$ cat src/rtl/tss_pkg.sv
`default_nettype none
package tss_pkg;

  localparam int unsigned POS_W   = 15;
  localparam int unsigned PULSE_W = 12;
  localparam int unsigned SPEED_W = 7;
  localparam int unsigned BIN_W   = 3;
  localparam int unsigned PHASE_W = 2;
  localparam int unsigned CFG_IDX_W = 2;
  localparam int unsigned CFG_DAT_W = 12;

  // Angles in centidegrees.
  localparam logic [POS_W-1:0] HOME_CD    = 15'd9000;
  localparam logic [POS_W-1:0] ANGLE_45   = 15'd4500;
  localparam logic [POS_W-1:0] ANGLE_135  = 15'd13500;
  localparam logic [POS_W-1:0] FULL_SCALE = 15'd18000;
  localparam logic [POS_W-1:0] DEAD_BAND  = 15'd50;

  localparam logic [SPEED_W-1:0] SPEED_MIN   = 7'd1;
  localparam logic [SPEED_W-1:0] SPEED_MAX   = 7'd100;
  localparam logic [SPEED_W-1:0] SPEED_RESET = 7'd50;
  localparam logic [PULSE_W-1:0] PMIN_RESET  = 12'd150;
  localparam logic [PULSE_W-1:0] PMAX_RESET  = 12'd600;

  // Sequencer phases.
  localparam logic [PHASE_W-1:0] PH_IDLE = 2'd0;
  localparam logic [PHASE_W-1:0] PH_ROT  = 2'd1;
  localparam logic [PHASE_W-1:0] PH_TILT = 2'd2;

  // Configuration register indexes.
  localparam logic [CFG_IDX_W-1:0] CFG_SPEED = 2'd0;
  localparam logic [CFG_IDX_W-1:0] CFG_PMIN  = 2'd1;
  localparam logic [CFG_IDX_W-1:0] CFG_PMAX  = 2'd2;

  // Bin codes.
  localparam logic [BIN_W-1:0] BIN_1 = 3'd1;
  localparam logic [BIN_W-1:0] BIN_2 = 3'd2;
  localparam logic [BIN_W-1:0] BIN_3 = 3'd3;
  localparam logic [BIN_W-1:0] BIN_4 = 3'd4;

  // pos / 100 as (pos * 5243) >> 19, exact for every position up to full scale.
  localparam logic [12:0] DEG_RECIP = 13'd5243;
  localparam int unsigned DEG_SHIFT = 19;
  // x / 180 as (x * 745655) >> 27, exact for x below 2^27 / 172.
  localparam logic [19:0] SPAN_RECIP = 20'd745655;
  localparam int unsigned SPAN_SHIFT = 27;

  typedef struct packed {
    logic                 valid;
    logic [PHASE_W-1:0]   phase;
    logic                 done;
  } tss_tag_t;

  function automatic logic [POS_W-1:0] rot_target(input logic [BIN_W-1:0] b);
    case (b)
      BIN_1:   rot_target = ANGLE_45;
      BIN_2:   rot_target = ANGLE_135;
      BIN_3:   rot_target = ANGLE_45;
      BIN_4:   rot_target = ANGLE_135;
      default: rot_target = HOME_CD;
    endcase
  endfunction

  function automatic logic [POS_W-1:0] tilt_target(input logic [BIN_W-1:0] b);
    case (b)
      BIN_1:   tilt_target = ANGLE_45;
      BIN_2:   tilt_target = ANGLE_45;
      BIN_3:   tilt_target = ANGLE_135;
      BIN_4:   tilt_target = ANGLE_135;
      default: tilt_target = HOME_CD;
    endcase
  endfunction

endpackage
`default_nettype wire

$ cat src/rtl/tss_pulse.sv
`default_nettype none
module tss_pulse (
  input  wire logic                        clk,
  input  wire logic                        adv,
  input  wire logic [tss_pkg::POS_W-1:0]   pos,
  input  wire logic [tss_pkg::PULSE_W-1:0] pulse_min,
  input  wire logic [tss_pkg::PULSE_W-1:0] pulse_max,
  output logic      [tss_pkg::PULSE_W-1:0] pulse
);
  import tss_pkg::*;

  logic [27:0]        deg_prod;
  logic [7:0]         deg_r, deg_nxt;
  logic [12:0]        span;
  logic signed [21:0] deg_s, span_s;
  logic signed [21:0] prod_r, prod_nxt;
  logic               neg;
  logic [21:0]        mag_full;
  logic [39:0]        q_prod;
  logic [PULSE_W-1:0] q;
  logic [PULSE_W-1:0] pulse_r, pulse_nxt;

  // Whole degrees of the position.
  always_comb begin
    deg_prod = 28'(pos) * 28'(DEG_RECIP);
    deg_nxt  = deg_prod[DEG_SHIFT+7:DEG_SHIFT];
  end

  // Signed product of degrees and pulse span.
  always_comb begin
    span     = {1'b0, pulse_max} - {1'b0, pulse_min};
    deg_s    = {14'd0, deg_r};
    span_s   = {{9{span[12]}}, span};
    prod_nxt = deg_s * span_s;
  end

  // Divide by 180 on the magnitude so the quotient truncates toward zero.
  always_comb begin
    neg       = prod_r[21];
    mag_full  = neg ? 22'(-prod_r) : 22'(prod_r);
    q_prod    = 40'(mag_full[19:0]) * 40'(SPAN_RECIP);
    q         = q_prod[SPAN_SHIFT+PULSE_W-1:SPAN_SHIFT];
    pulse_nxt = neg ? pulse_min - q : pulse_min + q;
  end

  always_ff @(posedge clk) begin
    if (adv) begin
      deg_r   <= deg_nxt;
      prod_r  <= prod_nxt;
      pulse_r <= pulse_nxt;
    end
  end

  assign pulse = pulse_r;

endmodule
`default_nettype wire

$ cat src/rtl/tss_slew.sv
`default_nettype none
module tss_slew (
  input  wire logic                        clk,
  input  wire logic                        rst_n,
  input  wire logic                        accept,
  input  wire logic                        adv,
  input  wire logic                        kind,
  input  wire logic [tss_pkg::BIN_W-1:0]   bin_select,
  input  wire logic [tss_pkg::SPEED_W-1:0] speed,
  output tss_pkg::tss_tag_t                tag,
  output logic      [tss_pkg::POS_W-1:0]   rot_pos,
  output logic      [tss_pkg::POS_W-1:0]   tilt_pos
);
  import tss_pkg::*;

  logic [POS_W-1:0]   rot_pos_r, rot_pos_nxt;
  logic [POS_W-1:0]   rot_goal_r;
  logic [POS_W-1:0]   tilt_pos_r, tilt_pos_nxt;
  logic [POS_W-1:0]   tilt_goal_r, tilt_goal_nxt;
  logic [PHASE_W-1:0] phase_r, phase_nxt;
  logic [BIN_W-1:0]   bin_r;
  logic [SPEED_W-1:0] sp;
  logic [7:0]         step;
  logic               done_nxt;

  tss_tag_t           tag_r, tag_nxt;
  logic [POS_W-1:0]   a_rot_r, a_tilt_r;

  function automatic logic moving(input logic [POS_W-1:0] p, input logic [POS_W-1:0] g);
    logic [POS_W-1:0] d;
    d = (p > g) ? p - g : g - p;
    moving = d > DEAD_BAND;
  endfunction

  function automatic logic [POS_W-1:0] slew(input logic [POS_W-1:0] p,
                                            input logic [POS_W-1:0] g,
                                            input logic [7:0]       st);
    logic [POS_W:0]   up;
    logic [POS_W-1:0] dn;
    logic [POS_W:0]   res;
    up  = {1'b0, p} + {8'd0, st};
    dn  = (p >= {7'd0, st}) ? p - {7'd0, st} : '0;
    res = {1'b0, p};
    if (moving(p, g)) begin
      if (p < g) begin
        res = (up > {1'b0, g}) ? {1'b0, g} : up;
      end else begin
        res = (dn < g) ? {1'b0, g} : {1'b0, dn};
      end
    end
    if (res > {1'b0, FULL_SCALE}) begin
      res = {1'b0, FULL_SCALE};
    end
    slew = res[POS_W-1:0];
  endfunction

  always_comb begin
    if (speed < SPEED_MIN) begin
      sp = SPEED_MIN;
    end else if (speed > SPEED_MAX) begin
      sp = SPEED_MAX;
    end else begin
      sp = speed;
    end
    step = {sp, 1'b0};
  end

  // One tick: move both joints, then advance the sequencer on the new positions.
  always_comb begin
    rot_pos_nxt   = slew(rot_pos_r, rot_goal_r, step);
    tilt_pos_nxt  = slew(tilt_pos_r, tilt_goal_r, step);
    tilt_goal_nxt = tilt_goal_r;
    phase_nxt     = PH_IDLE;
    case (phase_r)
      PH_ROT: begin
        phase_nxt = PH_ROT;
        if (!moving(rot_pos_nxt, rot_goal_r)) begin
          tilt_goal_nxt = tilt_target(bin_r);
          phase_nxt     = PH_TILT;
        end
      end
      PH_TILT: begin
        phase_nxt = moving(tilt_pos_nxt, tilt_goal_r) ? PH_TILT : PH_IDLE;
      end
      default: phase_nxt = PH_IDLE;
    endcase
    done_nxt = !moving(rot_pos_nxt, rot_goal_r) && !moving(tilt_pos_nxt, tilt_goal_nxt)
               && (phase_nxt == PH_IDLE);
    tag_nxt.valid = accept && !kind;
    tag_nxt.phase = phase_nxt;
    tag_nxt.done  = done_nxt;
  end

  always_ff @(posedge clk) begin
    if (!rst_n) begin
      rot_pos_r   <= HOME_CD;
      rot_goal_r  <= HOME_CD;
      tilt_pos_r  <= HOME_CD;
      tilt_goal_r <= HOME_CD;
      phase_r     <= PH_IDLE;
      bin_r       <= '0;
    end else if (accept) begin
      if (kind) begin
        bin_r      <= bin_select;
        phase_r    <= PH_ROT;
        rot_goal_r <= rot_target(bin_select);
      end else begin
        rot_pos_r   <= rot_pos_nxt;
        tilt_pos_r  <= tilt_pos_nxt;
        tilt_goal_r <= tilt_goal_nxt;
        phase_r     <= phase_nxt;
      end
    end
  end

  always_ff @(posedge clk) begin
    if (!rst_n) begin
      tag_r <= '0;
    end else if (adv) begin
      tag_r <= tag_nxt;
    end
  end

  always_ff @(posedge clk) begin
    if (adv) begin
      a_rot_r  <= rot_pos_nxt;
      a_tilt_r <= tilt_pos_nxt;
    end
  end

  assign tag      = tag_r;
  assign rot_pos  = a_rot_r;
  assign tilt_pos = a_tilt_r;

endmodule
`default_nettype wire

$ cat src/rtl/two_axis_servo_slew_sequencer.sv
`default_nettype none
// Two-joint servo slew sequencer, rotation first and tilt second.
// Input channel (in_valid/in_ready): in_kind 1 starts a move to bin in_bin_select
// and yields no result word; in_kind 0 is one update tick and yields one word.
// Output channel (out_valid/out_ready): PWM counts of both joints after the tick,
// the sequencer phase and motion_done.
// Configuration channel (cfg_valid/cfg_ready, always ready): index 0 speed code,
// 1 pulse_min, 2 pulse_max; other indexes are ignored. Write only while idle.
// Throughput: one word per cycle while the receiver does not stall. A tick passes
// four register stages before its word is presented on out_valid. The stages are
// the joint update, then the pulse scaling
// pipeline (degree multiply, span multiply, divide-by-180 multiply and add).
// When the receiver stalls with a word waiting, the whole pipeline holds and
// in_ready drops in the same cycle; nothing is dropped.
// Reset (rst_n low, synchronous) homes both joints at 90 degrees, goes idle,
// restores the register defaults and empties the pipeline.
module two_axis_servo_slew_sequencer (
  input  wire logic                          clk,
  input  wire logic                          rst_n,
  input  wire logic                          in_valid,
  output logic                               in_ready,
  input  wire logic                          in_kind,
  input  wire logic [tss_pkg::BIN_W-1:0]     in_bin_select,
  output logic                               out_valid,
  input  wire logic                          out_ready,
  output logic      [tss_pkg::PULSE_W-1:0]   out_rot_pulse,
  output logic      [tss_pkg::PULSE_W-1:0]   out_tilt_pulse,
  output logic      [tss_pkg::PHASE_W-1:0]   out_phase,
  output logic                               out_motion_done,
  input  wire logic                          cfg_valid,
  output logic                               cfg_ready,
  input  wire logic [tss_pkg::CFG_IDX_W-1:0] cfg_index,
  input  wire logic [tss_pkg::CFG_DAT_W-1:0] cfg_data
);
  import tss_pkg::*;

  logic               adv;
  logic               accept;
  logic [SPEED_W-1:0] speed_r;
  logic [PULSE_W-1:0] pmin_r, pmax_r;
  tss_tag_t           tag_a, tag_b_r, tag_c_r, tag_out_r;
  logic [POS_W-1:0]   rot_pos_a, tilt_pos_a;

  assign adv       = !tag_out_r.valid || out_ready;
  assign in_ready  = adv;
  assign accept    = in_valid && adv;
  assign cfg_ready = 1'b1;

  always_ff @(posedge clk) begin
    if (!rst_n) begin
      speed_r <= SPEED_RESET;
      pmin_r  <= PMIN_RESET;
      pmax_r  <= PMAX_RESET;
    end else if (cfg_valid) begin
      case (cfg_index)
        CFG_SPEED: speed_r <= cfg_data[SPEED_W-1:0];
        CFG_PMIN:  pmin_r  <= cfg_data[PULSE_W-1:0];
        CFG_PMAX:  pmax_r  <= cfg_data[PULSE_W-1:0];
        default:   ;
      endcase
    end
  end

  tss_slew u_slew (
    .clk        (clk),
    .rst_n      (rst_n),
    .accept     (accept),
    .adv        (adv),
    .kind       (in_kind),
    .bin_select (in_bin_select),
    .speed      (speed_r),
    .tag        (tag_a),
    .rot_pos    (rot_pos_a),
    .tilt_pos   (tilt_pos_a)
  );

  tss_pulse u_rot_pulse (
    .clk       (clk),
    .adv       (adv),
    .pos       (rot_pos_a),
    .pulse_min (pmin_r),
    .pulse_max (pmax_r),
    .pulse     (out_rot_pulse)
  );

  tss_pulse u_tilt_pulse (
    .clk       (clk),
    .adv       (adv),
    .pos       (tilt_pos_a),
    .pulse_min (pmin_r),
    .pulse_max (pmax_r),
    .pulse     (out_tilt_pulse)
  );

  // Phase and done ride alongside the pulse pipeline.
  always_ff @(posedge clk) begin
    if (!rst_n) begin
      tag_b_r   <= '0;
      tag_c_r   <= '0;
      tag_out_r <= '0;
    end else if (adv) begin
      tag_b_r   <= tag_a;
      tag_c_r   <= tag_b_r;
      tag_out_r <= tag_c_r;
    end
  end

  assign out_valid       = tag_out_r.valid;
  assign out_phase       = tag_out_r.phase;
  assign out_motion_done = tag_out_r.done;

endmodule
`default_nettype wire

$ cat config.mk
export PLATFORM = sky130hd
export DESIGN_NAME = two_axis_servo_slew_sequencer
export DESIGN_NICKNAME = d
export VERILOG_FILES = /design/src/rtl/tss_pkg.sv /design/src/rtl/tss_pulse.sv /design/src/rtl/tss_slew.sv /design/src/rtl/two_axis_servo_slew_sequencer.sv
export SDC_FILE = /design/constraint.sdc
export NUM_CORES = 2
export LEC_CHECK = 0
export ABC_AREA = 1
export BUFFER_PORTS_ARGS = -buffer_cell sky130_fd_sc_hd__clkbuf_2
export CORE_ASPECT_RATIO = 0.8
export CORE_MARGIN = 5
export CORE_UTILIZATION = 40
export CTS_BUF_LIST = sky130_fd_sc_hd__clkbuf_8
export CTS_CLUSTER_SIZE = 25
export DETAILED_ROUTE_END_ITERATION = 10
export PLACE_DENSITY_LB_ADDON = 0.15
export SYNTH_ARGS = -nofsm -noshare
export SYNTH_HDL_FRONTEND = slang
export SYNTH_HIERARCHICAL = 1
export SYNTH_SLANG_ARGS = --single-unit
export TNS_END_PERCENT = 100
$ cat constraint.sdc
create_clock -name clk -period 24.6 [get_ports clk]
set_input_delay 2.46 -clock clk [delete_from_list [all_inputs] [get_ports clk]]
set_output_delay 2.46 -clock clk [all_outputs]
set_load 0.01 [all_outputs]
# Word level (Yosys, flattened, before mapping)
# Cells that the tools add are included.
[word_totals]
reg_bits = 226
inputBits = 23
output_inout_bits = 30
word_cells = 142
[classes]
n_addsub = 21
mul = 6
n_lt_le_gt_ge = 22
eq_ne = 12
mux = 31
n_bitwise = 1
reduce_logical = 20
[ops]
columns = ["operator", "count"]
rows = [
  ["two-way mux 15 bit", 13],
  ["subtractor 15 bit", 10],
  ["two-way mux 16 bit", 6],
  ["multiplier 20 x 20 -> 39 bit, second input constant", 2],
  ["greater-than comparator 15 bit", 5],
  ["greater-than comparator 15 x 6 -> 1 bit, second input constant", 5],
  ["less-than comparator 15 bit", 4],
  ["one-hot mux 14 bit (2 select lines)", 2],
  ["multiplier 15 x 13 -> 27 bit, second input constant", 2],
  ["multiplier 9 x 13 -> 22 bit", 2],
  ["two-way mux 20 bit", 2],
  ["negator 20 bit", 2],
  ["adder 15 x 8 -> 16 bit", 2],
  ["greater-than comparator 16 x 15 -> 1 bit", 2],
  ["greater-than comparator 16 x 15 -> 1 bit, second input constant", 2],
  [">= comparator 15 x 8 -> 1 bit", 2],
  ["subtractor 15 x 8 -> 15 bit", 2],
  ["adder 12 bit", 2],
  ["two-way mux 12 bit", 2],
  ["subtractor 12 bit", 2],
  ["two-way mux 7 bit", 2],
  ["subtractor 12 x 12 -> 13 bit", 1],
  ["== test 3 x 2 -> 1 bit, second input constant", 4],
  ["AND reduction 2 bit", 5],
  ["14 further kinds", 30],
]

# Longest topological paths before layout
[depth]
word_depth = 22
mapped_depth = 83
mapped_depth_nobuf = 80

# Hierarchy
# The synthesis kept the hierarchy.
[by_module_without_submodules]
columns = ["module", "n_inst", "cells_per_inst", "area_each_um2", "seq_area_each_um2"]
rows = [
  ["tss_pulse at u_rot_pulse", 1, 2322, 18470.2, 1231.2],
  ["tss_pulse at u_tilt_pulse", 1, 2290, 18435.2, 1231.2],
  ["tss_slew", 1, 2577, 15830.2, 2082.0],
  ["two_axis_servo_slew_sequencer", 1, 237, 1745.4, 860.8],
]

# Worst setup path before layout
# OpenSTA, ideal clock, no wires.
[synth_timing]
path_type = "reg-to-reg"
start = "reg speed_r[4]"
end = "reg u_slew.tag_r (netlist bit u_slew/tag[0])"
setup_time_ns = 0.120
arrival_time_ns = 9.098
required_ns = 24.480
path_slack_ns = 15.382
stages_incl_launch_ff = 75
n_path_buf = 5
period_less_slack_ns = 9.218
path_cell_list = "dfxtp_1 > nor2_1 > nand2_1 > nand3_1 > a31oi_1 > inv_1 > nand2_1 > o21ai_0 > ha_1 > inv_1 > fa_1 > nand2_1 > nand2_1 > nand3_1 > nand2_1 > nand2_1 > nand3_2 > inv_1 > [... 39 more ...] > inv_1 > clkbuf_1 > o21ai_0 > ha_1 > clkbuf_1 > a21oi_1 > nor3_1 > a2111oi_0 > nand2_2 > nand2_4 > buf_6 > nand2_1 > o21ai_1 > inv_2 > nand3b_1 > nand2_1 > nand4_1 > a21oi_1"
[synth_via]
elab_chain_cells = 22
elab_cells_between_ends = 53
cone_classes = "10 x add/sub; 16 x order compare; 22 x mux; 5 x reduce/logical"
[synth_rtl]
columns = ["item", "line_no", "source"]
rows = [
  ["start: declaration", "two_axis_servo_slew_sequencer.sv:39", "logic [SPEED_W-1:0] speed_r;"],
  ["start signal: assignment", "two_axis_servo_slew_sequencer.sv:56", "CFG_SPEED: speed_r <= cfg_data[SPEED_W-1:0];"],
  ["greater-than comparator 7 bit", "tss_slew.sv:60", "end else if (speed > SPEED_MAX) begin"],
  ["two-way mux 7 bit", "tss_slew.sv:60", ""],
  ["two-way mux 7 bit *", "tss_slew.sv:58", "if (speed < SPEED_MIN) begin"],
  ["subtractor 15 x 8 -> 15 bit or >= comparator 15 x 8 -> 1 bit (tied branches)", "tss_slew.sv:42", "dn = (p >= {7'd0, st}) ? p - {7'd0, st} : '0;"],
  ["two-way mux 15 bit", "tss_slew.sv:42", ""],
  ["less-than comparator 15 bit", "tss_slew.sv:48", "res = (dn < g) ? {1'b0, g} : {1'b0, dn};"],
  ["two-way mux 15 bit", "tss_slew.sv:48", ""],
  ["two-way mux 16 bit *", "tss_slew.sv:45", "if (p < g) begin"],
  ["[... 3 more ...]", "-", ""],
  ["net u_slew.rot_pos_nxt[3]", "tss_slew.sv:16", "logic [POS_W-1:0] rot_pos_r, rot_pos_nxt;"],
  ["[... 4 more ...]", "-", ""],
  ["two-way mux 15 bit *", "tss_slew.sv:74", "case (phase_r)"],
  ["net u_slew.tilt_goal_nxt[12]", "tss_slew.sv:19", "logic [POS_W-1:0] tilt_goal_r, tilt_goal_nxt;"],
  ["subtractor 15 bit or greater-than comparator 15 bit (tied branches)", "tss_slew.sv:31", "d = (p > g) ? p - g : g - p;"],
  ["two-way mux 15 bit *", "tss_slew.sv:31", ""],
  ["greater-than comparator 15 x 6 -> 1 bit *", "tss_slew.sv:32", "moving = d > DEAD_BAND;"],
  ["zero test 1 bit *", "tss_slew.sv:87", "done_nxt = !moving(rot_pos_nxt, rot_goal_r) && !moving(tilt_pos_nxt, tilt_goal_nxt)"],
  ["logical AND 1 bit *", "tss_slew.sv:87", ""],
  ["logical AND 1 bit *", "tss_slew.sv:88", "&& (phase_nxt == PH_IDLE);"],
  ["end signal: assignment", "tss_slew.sv:120", "tag_r <= tag_nxt;"],
  ["end: declaration", "tss_slew.sv:26", "tss_tag_t tag_r, tag_nxt;"],
]
# Mark *: on every way through the listed nets, which the timed path passes. The rest lies on a longest branch.
# A chain may end at the register's enable or synchronous reset.

# Worst setup path after layout
[layout_timing]
start = "reg speed_r[4]"
end = "reg u_slew.tag_r (netlist bit u_slew/tag[0])"
[layout_via]
elab_chain_cells = 22
elab_cells_between_ends = 53
cone_classes = "10 x add/sub; 16 x order compare; 22 x mux; 5 x reduce/logical"
[layout_rtl]
columns = ["item", "line_no", "source"]
rows = [
  ["greater-than comparator 7 bit", "tss_slew.sv:60", ""],
  ["two-way mux 7 bit", "tss_slew.sv:60", ""],
  ["two-way mux 7 bit *", "tss_slew.sv:58", ""],
  ["subtractor 15 x 8 -> 15 bit or >= comparator 15 x 8 -> 1 bit (tied branches)", "tss_slew.sv:42", ""],
  ["two-way mux 15 bit", "tss_slew.sv:42", ""],
  ["less-than comparator 15 bit", "tss_slew.sv:48", ""],
  ["two-way mux 15 bit", "tss_slew.sv:48", ""],
  ["two-way mux 16 bit", "tss_slew.sv:45", ""],
  ["[... 6 more ...]", "-", ""],
  ["two-way mux 15 bit", "tss_slew.sv:77", "if (!moving(rot_pos_nxt, rot_goal_r)) begin"],
  ["two-way mux 15 bit", "tss_slew.sv:74", ""],
  ["subtractor 15 bit or greater-than comparator 15 bit (tied branches)", "tss_slew.sv:31", ""],
  ["two-way mux 15 bit", "tss_slew.sv:31", ""],
  ["greater-than comparator 15 x 6 -> 1 bit", "tss_slew.sv:32", ""],
  ["zero test 1 bit", "tss_slew.sv:87", ""],
  ["logical AND 1 bit", "tss_slew.sv:87", ""],
  ["logical AND 1 bit *", "tss_slew.sv:88", ""],
]
# Every way passes the cells marked *; elsewhere a longest branch is shown, timed or not.

==> results_tabular.tex <==
\begin{tabular}{lr}
\hline
Metric & Value \\
\hline
\multicolumn{2}{l}{\textbf{Global routing}} \\
Number of antenna violations at the first check in global routing & 9 \\
First-pass GRT wire length & 259000 µm \\
GRT Resource Usage Total & about 23\% \\
Largest net degree at the start of global routing & 54 \\
Remaining global-route overflow & 0 \\
Vias in the first global route & approximately 46000 \\
\multicolumn{2}{l}{\textbf{Synthesis}} \\
Post-Syn Nets & 8934 \\
Synth Flop Type & edfxtp\_1 \\
Post-synthesis simple-gate area fraction & between 20 and 25\% \\
Adder and majority gate portion of the synthesized area & 42.2\% \\
Warnings, synthesis & 6 \\
Multiplexer fraction of the synthesized cell area & less than 1\% \\
Yosys top cell area share & between 20\% and 30\% \\
Cell Area, Synth & 54500 µm² \\
Commonest cells post-synth & inv\_1 (1742), nand2\_1 (1500), ha\_1 (897), fa\_1 (588), nor2\_1 (568) \\
Register bit count reported by yosys & between 200 and 250 \\
Count of flip-flops with a built-in enable after synthesis & between 100 and 150 \\
Ranking of synthesized cells by area & fa\_1 (22\%), ha\_1 (21\%), inv\_1 (12\%), nand2\_1 (10\%), edfxtp\_1 (6.2\%) \\
Synthesized-area fraction occupied by xor and xnor cells & 3.95\% \\
Largest family of logic cells by synthesized area & adder cells \\
Syn\_area\_per\_cell & 7.34 µm² \\
Sequential area share after synthesis & 9.92\% \\
Async set-or-reset flop fraction in the synthesized netlist & 0\% \\
Compound-Gate Fraction of Synth Area & just under 9\% \\
Dominant cell by count in the synthesized netlist & inv\_1 \\
Count of cell types in the netlist & 80 \\
Cell type with the largest total area after synthesis & fa\_1 \\
Post-synthesis cell count & 7426 \\
\multicolumn{2}{l}{\textbf{Layout}} \\
Net count, final & roughly 9000 \\
Signed area change from the synthesized netlist to the final layout & 5.45\% \\
Fraction of layout cells with a size suffix above 1 & 4.70\% \\
\multicolumn{2}{l}{\textbf{Setup path}} \\
Nature of the critical path startpoint & flop \\
Worst reg-to-reg path cell count & 70 \\
Critical Path Source & speed\_r[4] \\
Cell type with the highest occurrence count on the critical path & nand2\_1 \\
Slowest library cell on the worst path & nand2\_1 \\
Arrival time of data at the critical path endpoint & 12.72 ns \\
Endpoint type of the worst setup path & flop \\
Maximum fanout along the worst path & 24 \\
Maximum single-stage delay on the critical path & 0.50 ns \\
Required time at the worst-slack endpoint & 25.23 ns \\
Critical path class & reg -> reg \\
R2r startpoint & speed\_r[4] \\
\multicolumn{2}{l}{\textbf{Clock network}} \\
Clock insertion delay at the later pin of the skew report & $\sim$0.7 ns \\
Hold-fix buffers at CTS & 0 \\
Number of buffers inserted during clock tree synthesis & 44 \\
CTS Buffer Depth & 3 \\
H-tree depth & 2 \\
Root cell of the clock tree & clkbuf\_8 \\
Resized cells post-CTS & 0 \\
Clock transition at path regs & 0.09 ns \\
Clock tree from TritonCTS & yes \\
Number of setup buffers added after CTS & 0 \\
Total number of clock tree sinks & 214 \\
\multicolumn{2}{l}{\textbf{Detailed routing}} \\
Length of routed met2 wiring & 69000 µm \\
Post-DR vias/cell & 5.01 \\
Via count & 46391 \\
Max layer used & met5 \\
Number of DRC markers after the initial detailed-route iteration & 3262 \\
Routed wire length & 166000 µm \\
Antenna viol nets, final & 0 \\
Met3 wire len & 10800 µm \\
Per-cell routed wire length & 17.9 µm \\
First drt pass iteration count & 6 \\
Met1 Routed Length & a little over 80000 µm \\
Number of remaining DRC errors & 0 \\
\multicolumn{2}{l}{\textbf{Min path}} \\
Worst Hold Class & reg -> reg \\
Hold path startpoint & u\_slew/bin\_r[2] \\
Cell depth of the worst min-delay path & 2 \\
\multicolumn{2}{l}{\textbf{Die}} \\
Initial core utilization & 40.2\% \\
Number of top-level design ports & 53 \\
Die ar. & 144000 µm² \\
Core Rows & 121 \\
Die height & 340 µm \\
Core Area & around 140000 µm² \\
Die extent in x & 423 µm \\
\multicolumn{2}{l}{\textbf{STA}} \\
Pin slew with the least headroom to its limit & approximately 1.2 ns \\
Post-route clock period utilization & between 40\% and 50\% \\
Setup repair after global routing missed its margin & no \\
Minimum period implied by the final worst setup slack & between 10 and 15 ns \\
Setup violation total in the final timing report & 0 \\
Final clock skew & 0.0727 ns \\
Rel. slew slack & between 10\% and 20\% \\
Highest attainable clock frequency & 82.7 MHz \\
Final TNS setup & 0 ns \\
Final Hold Viols & 0 \\
Max Slew Vio Count & 0 \\
\multicolumn{2}{l}{\textbf{Placed design}} \\
Routability congestion estimate & 0.939 \\
Post-detail-place hpwl & 143000 µm \\
Port Buffer Count & 51 \\
\multicolumn{2}{l}{\textbf{Outcome}} \\
Run status & finished clean \\
\multicolumn{2}{l}{\textbf{Flow run}} \\
Max-cap check violation count & 0 \\
\hline
\end{tabular}
area by class of cell:
cell class	instances	area, µm²
Multi-Input combinational cell	5316	41700
Fill cell	14221	78200
Clock inverter	35	365
Sequential cell	214	5410
Antenna cell	3	7.51
Clock buffer	46	633
Tap cell	1783	2230
Timing Repair Buffer	65	360
Inverter	1789	6730
cells by family (layout without fill, tap and decap cells):
| kind of cell | Yosys count | after routing |
|---|---|---|
| adders and majority gates | 1485 | 1485 |
| other | 1 | 4 |
| DFF | 214 | 214 |
| buffers and inverters | 1896 | 1935 |
| muxes | 3 | 3 |
| and+or+nand+nor | 2720 | 2720 |
| xor gates and xnor gates | 243 | 243 |
| AOI/OAI and AO/OA | 864 | 864 |
metal layers:
metal  GRT usage, %  vias up
met1           33.7    21942
met2           34.3     1168
met4           5.28        6
met5              0        -
li1               -    23080
met3           4.18      195
layout by cell type, fill, tap and decap left out, types with 17 or more instances in the layout:
master / n
o211ai_1: 18
edfxtp_1: 112
nor2_2: 27
clkbuf_2: 51
inv_1: 1752
fa_1: 588
dfxtp_1: 102
o21ai_0: 245
inv_2: 31
nand3_1: 302
o31ai_1: 17
xnor2_1: 51
o21bai_1: 34
or2_2: 20
ha_1: 897
nand3_2: 17
nand3b_1: 24
nor3_1: 53
o21ai_1: 28
nand2_2: 59
nor2_1: 567
nand4_1: 69
xor2_1: 189
a21oi_1: 411
nand2_1: 1499
clkbuf_8: 46
a21o_1: 22
final timing paths:
path                     end  slack, ns
max            u_slew/tag[0]      12.51
min          u_slew/bin_r[2]       0.48
max reg2reg    u_slew/tag[0]      12.51
min reg2reg  u_slew/bin_r[2]       0.48
state kept, by name, summed over array words and instances (netlist names), 15 cells and up:
register,cells
u_slew/tilt_pos,15
u_tilt_pulse/prod_r,21
u_rot_pulse/prod_r,21
u_slew/rot_pos_r,15
u_slew/rot_pos,15
u_slew/tilt_pos_r,15
u_slew/tilt_goal_r,15
metrics by stage:
stage,cell area [µm²],utilization [%],std cells,setup slack (ns),hold slack [ns]
after detailed placement,56400,41.6,9167,12.68,0.470
after CTS,57400,42.3,9248,12.68,0.486
after floorplan,54500,-,7426,15.38,0.435
after global placement,56400,41.6,9167,12.75,0.459
final,57400,42.4,9251,12.51,0.481
after global routing,57400,42.3,9249,10.72,0.519
worst max-delay path, delay by kind of cell, from the launching register on:
kind                     cells  cell delay, ns
multiplexers                 1            0.28
AO/OA/AOI/OAI               16            3.20
adder cells (fa/ha/maj)      4            1.36
buffers and inverters        9            1.10
AND/OR/NAND/NOR             39            5.62
flip-flops                   1            0.33
XOR/XNOR                     1            0.18
Power is left out: the tool's default activity adds up to more than one toggle a clock period on the data nets, which glitch-free logic cannot reach.
